==> src/hdl/arp_pkg.sv <==
// package: shared codes, types and defaults for the arp cache and responder
`timescale 1ns / 1ps

package arp_pkg;

  localparam int CACHE_ENTRIES_DEF = 16;

  localparam logic [1:0] MODE_RX      = 2'd0;
  localparam logic [1:0] MODE_LOOKUP  = 2'd1;
  localparam logic [1:0] MODE_REQUEST = 2'd2;

  localparam logic [1:0] KIND_NONE   = 2'd0;
  localparam logic [1:0] KIND_FRAME  = 2'd1;
  localparam logic [1:0] KIND_LOOKUP = 2'd2;

  localparam logic [1:0] FRAME_OP_REQUEST = 2'd1;
  localparam logic [1:0] FRAME_OP_REPLY   = 2'd2;

  localparam logic [15:0] ARP_OPC_REQUEST = 16'd1;
  localparam logic [15:0] ARP_OPC_REPLY   = 16'd2;
  localparam logic [15:0] HTYPE_ETHERNET  = 16'd1;
  localparam logic [15:0] PTYPE_IPV4      = 16'h0800;
  localparam logic [7:0]  HLEN_ETHERNET   = 8'd6;
  localparam logic [7:0]  PLEN_IPV4       = 8'd4;
  localparam logic [15:0] MIN_PACKET_LEN  = 16'd28;

  localparam logic [47:0] MAC_BROADCAST = 48'hFFFF_FFFF_FFFF;

  localparam logic REG_OWN_IP  = 1'b0;
  localparam logic REG_OWN_MAC = 1'b1;

  typedef enum logic [2:0] {
    ST_IDLE,
    ST_SCAN,
    ST_DRAIN,
    ST_WRITE,
    ST_FINISH
  } arp_state_t;

  typedef enum logic [1:0] {
    OP_NONE,
    OP_LEARN,
    OP_LOOKUP,
    OP_REQUEST
  } arp_op_t;

endpackage

==> src/hdl/arp_ram.sv <==
// generic single write port ram with registered read
`timescale 1ns / 1ps

module arp_ram #(
  parameter int WIDTH = 8,
  parameter int DEPTH = 16,
  localparam int AW = (DEPTH > 1) ? $clog2(DEPTH) : 1
) (
  input  logic             clk,
  input  logic             we,
  input  logic [AW-1:0]    waddr,
  input  logic [WIDTH-1:0] wdata,
  input  logic [AW-1:0]    raddr,
  output logic [WIDTH-1:0] rdata
);

  logic [WIDTH-1:0] mem [DEPTH];

  always_ff @(posedge clk) begin
    if (we) begin
      mem[waddr] <= wdata;
    end
    rdata <= mem[raddr];
  end

endmodule

==> src/hdl/arp_cache_and_responder.sv <==
// top level: arp cache with learning, lookup, reply and request generation
//
//  channel | direction | handshake              | carries
//  in      | into      | in_valid / in_stall    | one request: mode and arp header fields
//  out     | out of    | out_valid / out_stall  | one result per request
//  cfg     | into      | apb psel/penable/pready| own_ip at 0x0, own_mac at 0x8
//
// a learnt packet or lookup scans the cache ram one entry a cycle, set by its single read port,
// then passes drain, write (learnt packets only) and finish; the next request is taken only
// once finish has handed on the result; other requests go straight to finish
// synchronous reset clears the valid bits, config registers and control; no clearing pass
// a new request is taken while a finished result waits on out_stall
`timescale 1ns / 1ps

module arp_cache_and_responder
  import arp_pkg::*;
#(
  parameter int CACHE_ENTRIES = CACHE_ENTRIES_DEF
) (
  input  logic        clk,
  input  logic        rst,
  // request channel
  input  logic        in_valid,
  output logic        in_stall,
  input  logic [1:0]  mode,
  input  logic [15:0] frame_len,
  input  logic [15:0] hw_type,
  input  logic [15:0] proto_type,
  input  logic [7:0]  hw_addr_len,
  input  logic [7:0]  proto_addr_len,
  input  logic [15:0] opcode,
  input  logic [47:0] snd_mac,
  input  logic [31:0] snd_ip,
  input  logic [31:0] tgt_ip,
  // result channel
  output logic        out_valid,
  input  logic        out_stall,
  output logic [1:0]  result_kind,
  output logic [47:0] frame_dest_mac,
  output logic [1:0]  frame_opcode,
  output logic [47:0] frame_tgt_mac,
  output logic [31:0] frame_tgt_ip,
  output logic        lookup_hit,
  output logic [47:0] lookup_mac,
  // configuration
  input  logic        psel,
  input  logic        penable,
  input  logic        pwrite,
  input  logic [3:0]  paddr,
  input  logic [63:0] pwdata,
  output logic [63:0] prdata,
  output logic        pready
);

  localparam int IdxW = (CACHE_ENTRIES > 1) ? $clog2(CACHE_ENTRIES) : 1;
  localparam logic [IdxW-1:0] LastIdx = IdxW'(CACHE_ENTRIES - 1);

  // configuration registers
  logic [31:0] own_ip;
  logic [47:0] own_mac;

  // fsm
  arp_state_t state, state_next;

  // request held during the scan
  arp_op_t     op;
  logic [31:0] key_ip;
  logic [47:0] key_mac;
  logic        reply;
  logic [31:0] req_ip;

  // scan bookkeeping
  logic [IdxW-1:0] scan_cnt;
  logic            rd_pend;
  logic [IdxW-1:0] rd_idx;
  logic            found;
  logic [IdxW-1:0] match_idx;
  logic            free_found;
  logic [IdxW-1:0] free_idx;
  logic [47:0]     hit_mac;

  logic [CACHE_ENTRIES-1:0] entry_valid;

  // ram port signals
  logic            ram_we;
  logic [IdxW-1:0] wr_addr;
  logic [79:0]     ram_rdata;
  logic [31:0]     rd_ip;
  logic [47:0]     rd_mac;

  // control
  logic    in_accept;
  logic    out_free;
  logic    out_load;
  logic    scan_issue;
  logic    hdr_ok;
  arp_op_t accept_op;
  logic    cfg_write;

  assign pready    = 1'b1;
  assign cfg_write = psel & penable & pwrite & pready;

  always_ff @(posedge clk) begin
    if (rst) begin
      own_ip  <= '0;
      own_mac <= '0;
    end else if (cfg_write) begin
      unique case (paddr[3])
        REG_OWN_IP:  own_ip  <= pwdata[31:0];
        REG_OWN_MAC: own_mac <= pwdata[47:0];
        default: ;
      endcase
    end
  end

  always_comb begin
    unique case (paddr[3])
      REG_OWN_IP:  prdata = {32'd0, own_ip};
      REG_OWN_MAC: prdata = {16'd0, own_mac};
      default:     prdata = '0;
    endcase
  end

  assign hdr_ok = (frame_len >= MIN_PACKET_LEN) && (hw_type == HTYPE_ETHERNET) &&
                  (proto_type == PTYPE_IPV4) && (hw_addr_len == HLEN_ETHERNET) &&
                  (proto_addr_len == PLEN_IPV4);

  always_comb begin
    unique case (mode)
      MODE_RX:      accept_op = hdr_ok ? OP_LEARN : OP_NONE;
      MODE_LOOKUP:  accept_op = OP_LOOKUP;
      MODE_REQUEST: accept_op = OP_REQUEST;
      default:      accept_op = OP_NONE;
    endcase
  end

  assign in_accept = in_valid & ~in_stall;
  assign out_free  = ~out_valid | ~out_stall;

  // next state
  always_comb begin
    state_next = state;
    unique case (state)
      ST_IDLE: begin
        if (in_accept) begin
          if (accept_op == OP_LEARN || accept_op == OP_LOOKUP) begin
            state_next = ST_SCAN;
          end else begin
            state_next = ST_FINISH;
          end
        end
      end
      ST_SCAN: begin
        if (scan_cnt == LastIdx) begin
          state_next = ST_DRAIN;
        end
      end
      ST_DRAIN: begin
        state_next = (op == OP_LEARN) ? ST_WRITE : ST_FINISH;
      end
      ST_WRITE: begin
        state_next = ST_FINISH;
      end
      ST_FINISH: begin
        if (out_free) begin
          state_next = ST_IDLE;
        end
      end
      default: state_next = ST_IDLE;
    endcase
  end

  // fsm outputs
  always_comb begin
    in_stall   = 1'b1;
    scan_issue = 1'b0;
    ram_we     = 1'b0;
    out_load   = 1'b0;
    unique case (state)
      ST_IDLE:   in_stall   = 1'b0;
      ST_SCAN:   scan_issue = 1'b1;
      ST_DRAIN:  ;
      ST_WRITE:  ram_we     = 1'b1;
      ST_FINISH: out_load   = out_free;
      default:   ;
    endcase
  end

  always_ff @(posedge clk) begin
    if (rst) begin
      state <= ST_IDLE;
    end else begin
      state <= state_next;
    end
  end

  // matching entry first, else lowest free slot, else slot 0
  assign wr_addr = found ? match_idx : (free_found ? free_idx : '0);

  arp_ram #(
    .WIDTH (80),
    .DEPTH (CACHE_ENTRIES)
  ) u_cache_ram (
    .clk   (clk),
    .we    (ram_we),
    .waddr (wr_addr),
    .wdata ({key_ip, key_mac}),
    .raddr (scan_cnt),
    .rdata (ram_rdata)
  );

  assign rd_ip  = ram_rdata[79:48];
  assign rd_mac = ram_rdata[47:0];

  // request capture
  always_ff @(posedge clk) begin
    if (rst) begin
      op <= OP_NONE;
    end else if (in_accept) begin
      op <= accept_op;
    end
  end

  always_ff @(posedge clk) begin
    if (in_accept) begin
      key_ip  <= (mode == MODE_LOOKUP) ? tgt_ip : snd_ip;
      key_mac <= snd_mac;
      reply   <= (opcode == ARP_OPC_REQUEST) && (tgt_ip == own_ip);
      req_ip  <= tgt_ip;
    end
  end

  // scan: address issued one cycle, compared the next
  always_ff @(posedge clk) begin
    if (rst) begin
      scan_cnt   <= '0;
      rd_pend    <= 1'b0;
      rd_idx     <= '0;
      found      <= 1'b0;
      match_idx  <= '0;
      free_found <= 1'b0;
      free_idx   <= '0;
    end else begin
      rd_pend <= scan_issue;
      if (in_accept) begin
        scan_cnt   <= '0;
        found      <= 1'b0;
        free_found <= 1'b0;
      end else if (scan_issue) begin
        rd_idx <= scan_cnt;
        if (scan_cnt != LastIdx) begin
          scan_cnt <= scan_cnt + 1'b1;
        end
      end
      if (rd_pend) begin
        if (entry_valid[rd_idx] && rd_ip == key_ip && !found) begin
          found     <= 1'b1;
          match_idx <= rd_idx;
        end
        if (!entry_valid[rd_idx] && !free_found) begin
          free_found <= 1'b1;
          free_idx   <= rd_idx;
        end
      end
    end
  end

  always_ff @(posedge clk) begin
    if (rd_pend && entry_valid[rd_idx] && rd_ip == key_ip && !found) begin
      hit_mac <= rd_mac;
    end
  end

  always_ff @(posedge clk) begin
    if (rst) begin
      entry_valid <= '0;
    end else if (ram_we) begin
      entry_valid[wr_addr] <= 1'b1;
    end
  end

  // result register
  always_ff @(posedge clk) begin
    if (rst) begin
      out_valid <= 1'b0;
    end else if (out_load) begin
      out_valid <= 1'b1;
    end else if (!out_stall) begin
      out_valid <= 1'b0;
    end
  end

  always_ff @(posedge clk) begin
    if (out_load) begin
      result_kind    <= KIND_NONE;
      frame_dest_mac <= '0;
      frame_opcode   <= '0;
      frame_tgt_mac  <= '0;
      frame_tgt_ip   <= '0;
      lookup_hit     <= 1'b0;
      lookup_mac     <= '0;
      case (op)
        OP_LEARN: begin
          if (reply) begin
            result_kind    <= KIND_FRAME;
            frame_dest_mac <= key_mac;
            frame_opcode   <= FRAME_OP_REPLY;
            frame_tgt_mac  <= key_mac;
            frame_tgt_ip   <= key_ip;
          end
        end
        OP_LOOKUP: begin
          result_kind <= KIND_LOOKUP;
          lookup_hit  <= found;
          lookup_mac  <= found ? hit_mac : '0;
        end
        OP_REQUEST: begin
          result_kind    <= KIND_FRAME;
          frame_dest_mac <= MAC_BROADCAST;
          frame_opcode   <= FRAME_OP_REQUEST;
          frame_tgt_ip   <= req_ip;
        end
        default: ;
      endcase
    end
  end

`ifndef SYNTHESIS
  // a written slot is valid afterwards
  assert property (@(posedge clk) disable iff (rst)
    ram_we |=> entry_valid[$past(wr_addr)])
    else $error("written cache slot not marked valid");

  // a recorded match points at a valid entry when the write happens
  assert property (@(posedge clk) disable iff (rst)
    (state == ST_WRITE && found) |-> entry_valid[match_idx])
    else $error("match index points at invalid entry");

  // a recorded free slot is still free when it is filled
  assert property (@(posedge clk) disable iff (rst)
    (state == ST_WRITE && !found && free_found) |-> !entry_valid[free_idx])
    else $error("free slot already valid");

  // a lookup miss carries no mac
  assert property (@(posedge clk) disable iff (rst)
    (out_valid && !lookup_hit) |-> (lookup_mac == '0))
    else $error("lookup miss with non-zero mac");

  // the cache ram is only written for a learnt packet
  assert property (@(posedge clk) disable iff (rst)
    ram_we |-> (op == OP_LEARN && $past(state) == ST_DRAIN))
    else $error("cache write outside learning");
`endif

endmodule
==> config.mk <==
export PLATFORM = sky130hd
export DESIGN_NAME = arp_cache_and_responder
export DESIGN_NICKNAME = d
export VERILOG_FILES = /design/src/hdl/arp_pkg.sv /design/src/hdl/arp_ram.sv /design/src/hdl/arp_cache_and_responder.sv
export SDC_FILE = /design/constraint.sdc
export NUM_CORES = 2
export LEC_CHECK = 0
export BUFFER_PORTS_ARGS = -buffer_cell sky130_fd_sc_hd__clkbuf_2
export CAP_MARGIN = 20
export CORE_MARGIN = 2
export CORE_UTILIZATION = 45
export CTS_CLUSTER_SIZE = 28
export DETAILED_ROUTE_END_ITERATION = 8
export PLACE_DENSITY = 0.72
export SLEW_MARGIN = 10
export SYNTH_ARGS = -nofsm -noshare
export SYNTH_HDL_FRONTEND = slang
export SYNTH_SLANG_ARGS = --single-unit
export TNS_END_PERCENT = 1
==> constraint.sdc <==
create_clock -name clk -period 11.6 [get_ports clk]
set_input_delay 0.58 -clock clk [delete_from_list [all_inputs] [get_ports clk]]
set_output_delay 0.58 -clock clk [all_outputs]
set_load 0.02 [all_outputs]
# Word-level counts from Yosys, hierarchy flattened
# Memories as Yosys holds them, arrays and structs flattened. A register that Yosys moved wholly into a read port is not among the register bits.
# Index checks and enable logic that the tools add are counted.
totals:
  regBits: 463
  ram_bits: 1280
  wordCells: 129
  memories: 1
op_classes:
  addsub: 1
  order_cmp: 4
  n_eq_ne: 24
  n_mux: 38
  bitwise: 9
  n_reduce_logical: 27
memory_table:
  columns: ["memory", "depth", "width", "rd", "rd_ports_with_merged_regs", "write_ports", "line_no", "text"]
  rows:
  - ["u_cache_ram.mem", 16, 80, 1, 1, 1, "arp_ram.sv:17", "logic [WIDTH-1:0] mem [DEPTH];"]
ops:
  columns: ["cell", "count"]
  rows:
  - ["64-bit one-hot mux with 2 select lines", 1]
  - ["48-bit one-hot mux with 2 select lines", 1]
  - ["32-bit equality test", 2]
  - ["32-bit two-way mux", 2]
  - ["32-bit one-hot mux with 2 select lines", 1]
  - ["48-bit two-way mux", 1]
  - ["16-bit by 1-bit equality test with 1-bit output, second input constant", 2]
  - ["1-bit two-way mux", 18]
  - ["16-bit by 12-bit equality test with 1-bit output, second input constant", 1]
  - ["8-bit by 3-bit equality test with 1-bit output, second input constant", 2]
  - ["16-bit by 5-bit >= comparator with 1-bit output, second input constant", 1]
  - ["16-bit bitwise OR", 1]
  - ["3-bit two-way mux", 5]
  - ["3-bit one-hot mux with 5 select lines", 1]
  - ["2-bit AND reduction", 7]
  - ["1-bit logical AND", 12]
  - ["2-bit one-hot mux with 3 select lines", 2]
  - ["4-bit by 5-bit less-than comparator with 1-bit output, second input constant", 2]
  - ["2-bit equality test, second input constant", 4]
  - ["4-bit two-way mux", 2]
  - ["2-bit by 1-bit equality test with 1-bit output, second input constant", 3]
  - ["3-bit by 2-bit equality test with 1-bit output, second input constant", 2]
  - ["2-bit inequality test, second input constant", 3]
  - ["4-bit by 1-bit adder with 4-bit output, second input constant", 1]
  - ["19 further kinds", 26]

# Logic depth before layout (Yosys ltp)
depth:
  word_depth: 12
  depth_mapped: 8
  depth_no_buf: 7

# Cells and area by module
# A second synthesis with hierarchy kept.
hier_totals:
  cells_unflattened: 3435
  hier_area_um2: 67508.5
modules_own_cells:
  columns: ["module", "instances", "cells_each", "area_each_um2", "seq_area_each_um2"]
  rows:
  - ["arp_ram", 1, 2054, 49438.7, 40038.4]
  - ["arp_cache_and_responder", 1, 1381, 18069.8, 12692.2]

# Worst setup path after synthesis
# OpenSTA, ideal clock, no wires.
synth_timing:
  path_kind: "register to register"
  start: "register state[1]"
  end: "register frame_dest_mac[0], enable pin"
  arrival_ns: 9.407
  required_time_ns: 10.818
  setup_slack_ns: 1.411
  stages_incl_launch_ff: 5
  path_cell_list: "dfxtp_1 > clkbuf_1 > nor2_1 > nand2_1 > a21oi_1"
synth_via:
  elab_chain_len: 2
synth_lines:
  columns: ["element", "line_no", "text"]
  rows:
  - ["from (decl)", "arp_cache_and_responder.sv:63", "arp_state_t state, state_next;"]
  - ["from (signal assigned)", "arp_cache_and_responder.sv:193", "state <= state_next;"]
  - ["3-bit equality test", "arp_cache_and_responder.sv:179", "unique case (state)"]
  - ["1-bit two-way mux", "arp_cache_and_responder.sv:179", null]
  - ["net out_load", "arp_cache_and_responder.sv:94", "logic out_load;"]
  - ["to (signal assigned)", "arp_cache_and_responder.sv:306", "frame_dest_mac <= key_mac;"]
  - ["to (decl)", "arp_cache_and_responder.sv:39", "output logic [47:0] frame_dest_mac,"]
# The timed path passes the listed nets, and every way through them passes these cells.
# A chain may end at the register's enable or synchronous reset.

# Worst setup path after layout
layout_timing:
  start: "register found"
  end: "memory u_cache_ram.mem[9][8], enable pin"
layout_via:
  elab_chain_len: 1
layout_lines:
  columns: ["element", "line_no", "text"]
  rows:
  - ["from (decl)", "arp_cache_and_responder.sv:76", "logic found;"]
  - ["from (signal assigned)", "arp_cache_and_responder.sv:239", "found <= 1'b0;"]
  - ["from (signal assigned)", "arp_cache_and_responder.sv:247", "found <= 1'b0;"]
  - ["from (signal assigned)", "arp_cache_and_responder.sv:257", "found <= 1'b1;"]
  - ["4-bit two-way mux", "arp_cache_and_responder.sv:198", "assign wr_addr = found ? match_idx : (free_found ? free_idx : '0);"]
  - ["to (decl)", "arp_ram.sv:17", null]
# No other way between the ends.

==> flow_metrics.py <==
metrics = {
    "clock_tree": {
        "postCtsSetupRepairBufs": 0,
        "clk_pin_slew_ns": 0.06,
        "clockBufferDepth": 3,
        "cts_htree_levels": 4,
        "cts_root_buf": "clkbuf_16",
        "clock_latency_ns": 0.84,
        "tritoncts": "yes",
        "cts-buffers-inserted": 178,
        "clock_sinks": 1823,
    },
    "place": {
        "dp_slack_ns": 7.299,
        "dp.cells": 5671,
        "gp_congestion": 0.8138,
        "portBuffers": 478,
        "place_hpwl_mm": 86.58,
        "placed_area_mm2": 0.07270,
    },
    "run": {
        "max_cap_viol_count": 0,
    },
    "layout": {
        "nets": 4251,
        "area_growth_pct": 18.44,
        "final_area_mm2": 0.08013,
        "multi_input_area_mm2": 0.01433,
        "fillerInstances": 11310,
        "regArea_mm2": 0.05275,
        "finalNonFillerCells": 6158,
        "drive_gt1_frac": 0.3197,
    },
    "floorplanning": {
        "start_util": 0.4522,
        "pin_count": 517,
        "die_width_um": 391.7,
        "die_h_um": 391.7,
        "core_mm2": 0.1496,
        "dieArea_mm2": 0.1535,
        "num_rows": 142,
    },
    "power": {
        "clock_power_share": 0.361,
        "power.density_mw_per_mm2": 198.3,
        "internal_power_mw": 11.85,
        "p_sw_mw": 4.039,
        "seq_power_share": 0.526,
        "ir_drop_mv": 0.1556,
        "combPwrFrac": 0.112,
        "p_leak_nw": 26.46,
        "swShare": 0.2542,
    },
    "critical_path": {
        "worst_ep_required_time_ns": 12.03,
        "worstPathArrival_ns": 4.68,
        "worst_setup_path_end_kind": "flip-flop",
        "cp_max_fo": 67,
        "worstSetupPathType": "flip-flop to flip-flop",
        "start_kind": "flip-flop",
    },
    "global_routing": {
        "grt_max_degree": 154,
        "antenna_found_initial": 9,
        "grt_overflow_total": 0,
        "grt_pass1_vias": 35540,
        "track_usage": 0.2109,
        "grt_pass1_wl_mm": 235.4,
    },
    "synth": {
        "yosysMostFrequentCell": "edfxtp_1",
        "yosysWarnings": 0,
        "synthDominantCellAreaShare": 0.7199,
        "syn_inst": 3277,
        "synth_edf_count": 1622,
        "synth_common_cells": "1622 x edfxtp_1, 405 x mux4_2, 201 x dfxtp_1, 188 x nand2_1, 164 x nor2_1",
        "yosys-top-cells-area": "edfxtp_1 72%, mux4_2 13%, dfxtp_1 5.9%, mux2_2 1.1%, nand2_1 1.0%",
        "ys.flop_type": "edfxtp_1",
        "yosys.area.top_type": "edfxtp_1",
        "ys_async_sr_fraction": 0,
        "ys_seq_area_frac": 0.7794,
        "avgSynthCellArea_um2": 20.65,
        "ys_ff_latch": 1823,
        "synth_area_mm2": 0.06765,
        "synth_cell_type_count": 45,
    },
    "timing": {
        "fin_skew_ns": 0.07348,
        "slew_viol_final": 0,
        "fmax_mhz": 235.2,
        "finalCriticalPeriod_ns": 4.252,
        "max_slew_margin": 0.2218,
        "worstMarginPinSlew_ns": 1.167,
        "tns_ns": 0,
        "hold_viol_final": 0,
        "rsz0062_at_grt": "false",
        "worst_slack_ns": 7.348,
        "period_share": 0.3665,
        "setup_viol": 0,
    },
    "run_status": {
        "status": "finished clean",
    },
    "detailed_routing": {
        "avgRoutedWirePerCell_um": 26.24,
        "drt_iter0_drc": 3138,
        "dr.pass1.iters": 7,
        "route.detailed.drc": 0,
        "drtAntennaViolNets": 0,
        "num_vias": 34640,
        "wirelength_mm": 161.6,
        "viasPerCell": 5.625,
    },
    "min_path": {
        "hold_path_class": "input pin to flip-flop",
    },
}
==> final timing paths <==
check / startpoint / end / slack (ns) / depth (start not counted)
worst min register to register: u_cache_ram.rdata[2]$_DFF_P_ / hit_mac[2]$_DFFE_PP_ / 0.40 / 0
worst max register to register: found$_SDFF_PP0_ / u_cache_ram.mem[9][8]$_DFFE_PP_ / 7.35 / 7
worst max-delay path: found$_SDFF_PP0_ / u_cache_ram.mem[9][8]$_DFFE_PP_ / 7.35 / 7
worst min-delay path: snd_ip[23] / key_ip[23]$_DFFE_PP_ / 0.07 / 2
==> cells in the final DEF, fill, tap and decap left out, types with 4 or more instances in the layout <==
master / count
a21oi_1: 103
nor2_4: 17
clkinv_1: 27
dlygate4sd3_1: 142
clkinv_2: 29
bufinv_16: 10
nand2_1: 188
clkinv_16: 14
diode_2: 10
and2_1: 19
conb_1: 17
xnor2_1: 33
clkinvlp_4: 4
o21ai_0: 7
mux4_2: 405
edfxtp_1: 1622
xor2_1: 33
nor2_1: 146
dfxtp_1: 195
mux2_2: 64
buf_4: 71
clkbuf_8: 16
clkbuf_1: 43
clkbuf_16: 178
buf_12: 5
a22o_1: 32
dfxtp_4: 4
nor3_1: 5
clkbuf_2: 481
inv_1: 6
o21a_1: 4
nand4_1: 17
nor4b_1: 5
nand3_1: 6
nor4_1: 25
mux2i_1: 12
and3_1: 98
==> stage by stage <==
step	utilization	total power, mW	hold slack, ns
floorplan	-	9.550	0.3855
global placement	0.4854	10.21	0.3864
detailed placement	0.4860	10.27	0.3887
CTS	0.5351	16.03	0.001111
global route	0.5356	16.44	0.02034
finish	0.5356	15.89	0.06817
==> per-layer routing <==
layer | share of wire | global-route usage
met1 | 0.38 | 0.2759
met2 | 0.51 | 0.3567
met3 | 0.079 | 0.03848
met4 | 0.029 | 0.07182
met5 | 0.000099 | 0
==> final cells by class <==
cell class,count,area share
clock buffers,241,0.06060
diodes,10,0.0003123
clock inverters,92,0.01348
multi-input cells,1270,0.1788
flip-flops and latches,1823,0.6583
repair buffers,699,0.05665
well taps,2016,0.03148
inverters,7,0.0003904
==> registers in the layout (all words and copies together) (netlist names), 3 cells and up <==
name,cells
entry_valid,16
frame_dest_mac,48
frame_tgt_ip,32
frame_tgt_mac,48
free_idx,4
hit_mac,48
key_ip,32
key_mac,48
lookup_mac,48
match_idx,4
own_ip,32
own_mac,48
rd_idx,4
req_ip,32
scan_cnt,4
state,3
u_cache_ram.mem,1280
u_cache_ram.rdata,80
==> repair_timing <==
action	in CTS	in global routing
hold buffers	142	0
gates resized for setup	0	0
endpoints found under the setup margin	0	0
hold endpoints to repair	174	0
==> kinds of logic after synthesis <==
logic type	synth area share
AOI/OAI and AO/OA	0.01428
xor gates and xnor gates	0.008544
adders and majority gates	0.0005549
buffers and inverters	0.01224
DFF	0.7794
muxes	0.1472
other	0.0001110
and+or+nand+nor	0.03762
==> power groups by stage <==
| stage | Sequential [mW] | Clock, mW | Combinational, mW |
|---|---|---|---|
| 4_1_cts | 8.37 | 5.85 | 1.81 |
| 3_5_place_dp | 8.50 | 0 | 1.76 |
| 3_3_place_gp | 8.47 | 0 | 1.74 |
| 5_1_grt | 8.42 | 6.10 | 1.91 |
| 6_report | 8.36 | 5.74 | 1.79 |
| 2_1_floorplan | 8.53 | 0 | 1.02 |
==> worst max-delay path, cell delays in order, from the launching register on <==
cell,delay (ns)
dfxtp_2,0.34
buf_4,0.62
nand2_1,0.15
o21ai_0,0.22
nand2_1,0.35
nor2_4,0.78
buf_4,0.66
buf_4,0.67
No activity file was read; power rests on OpenSTA's default activity.
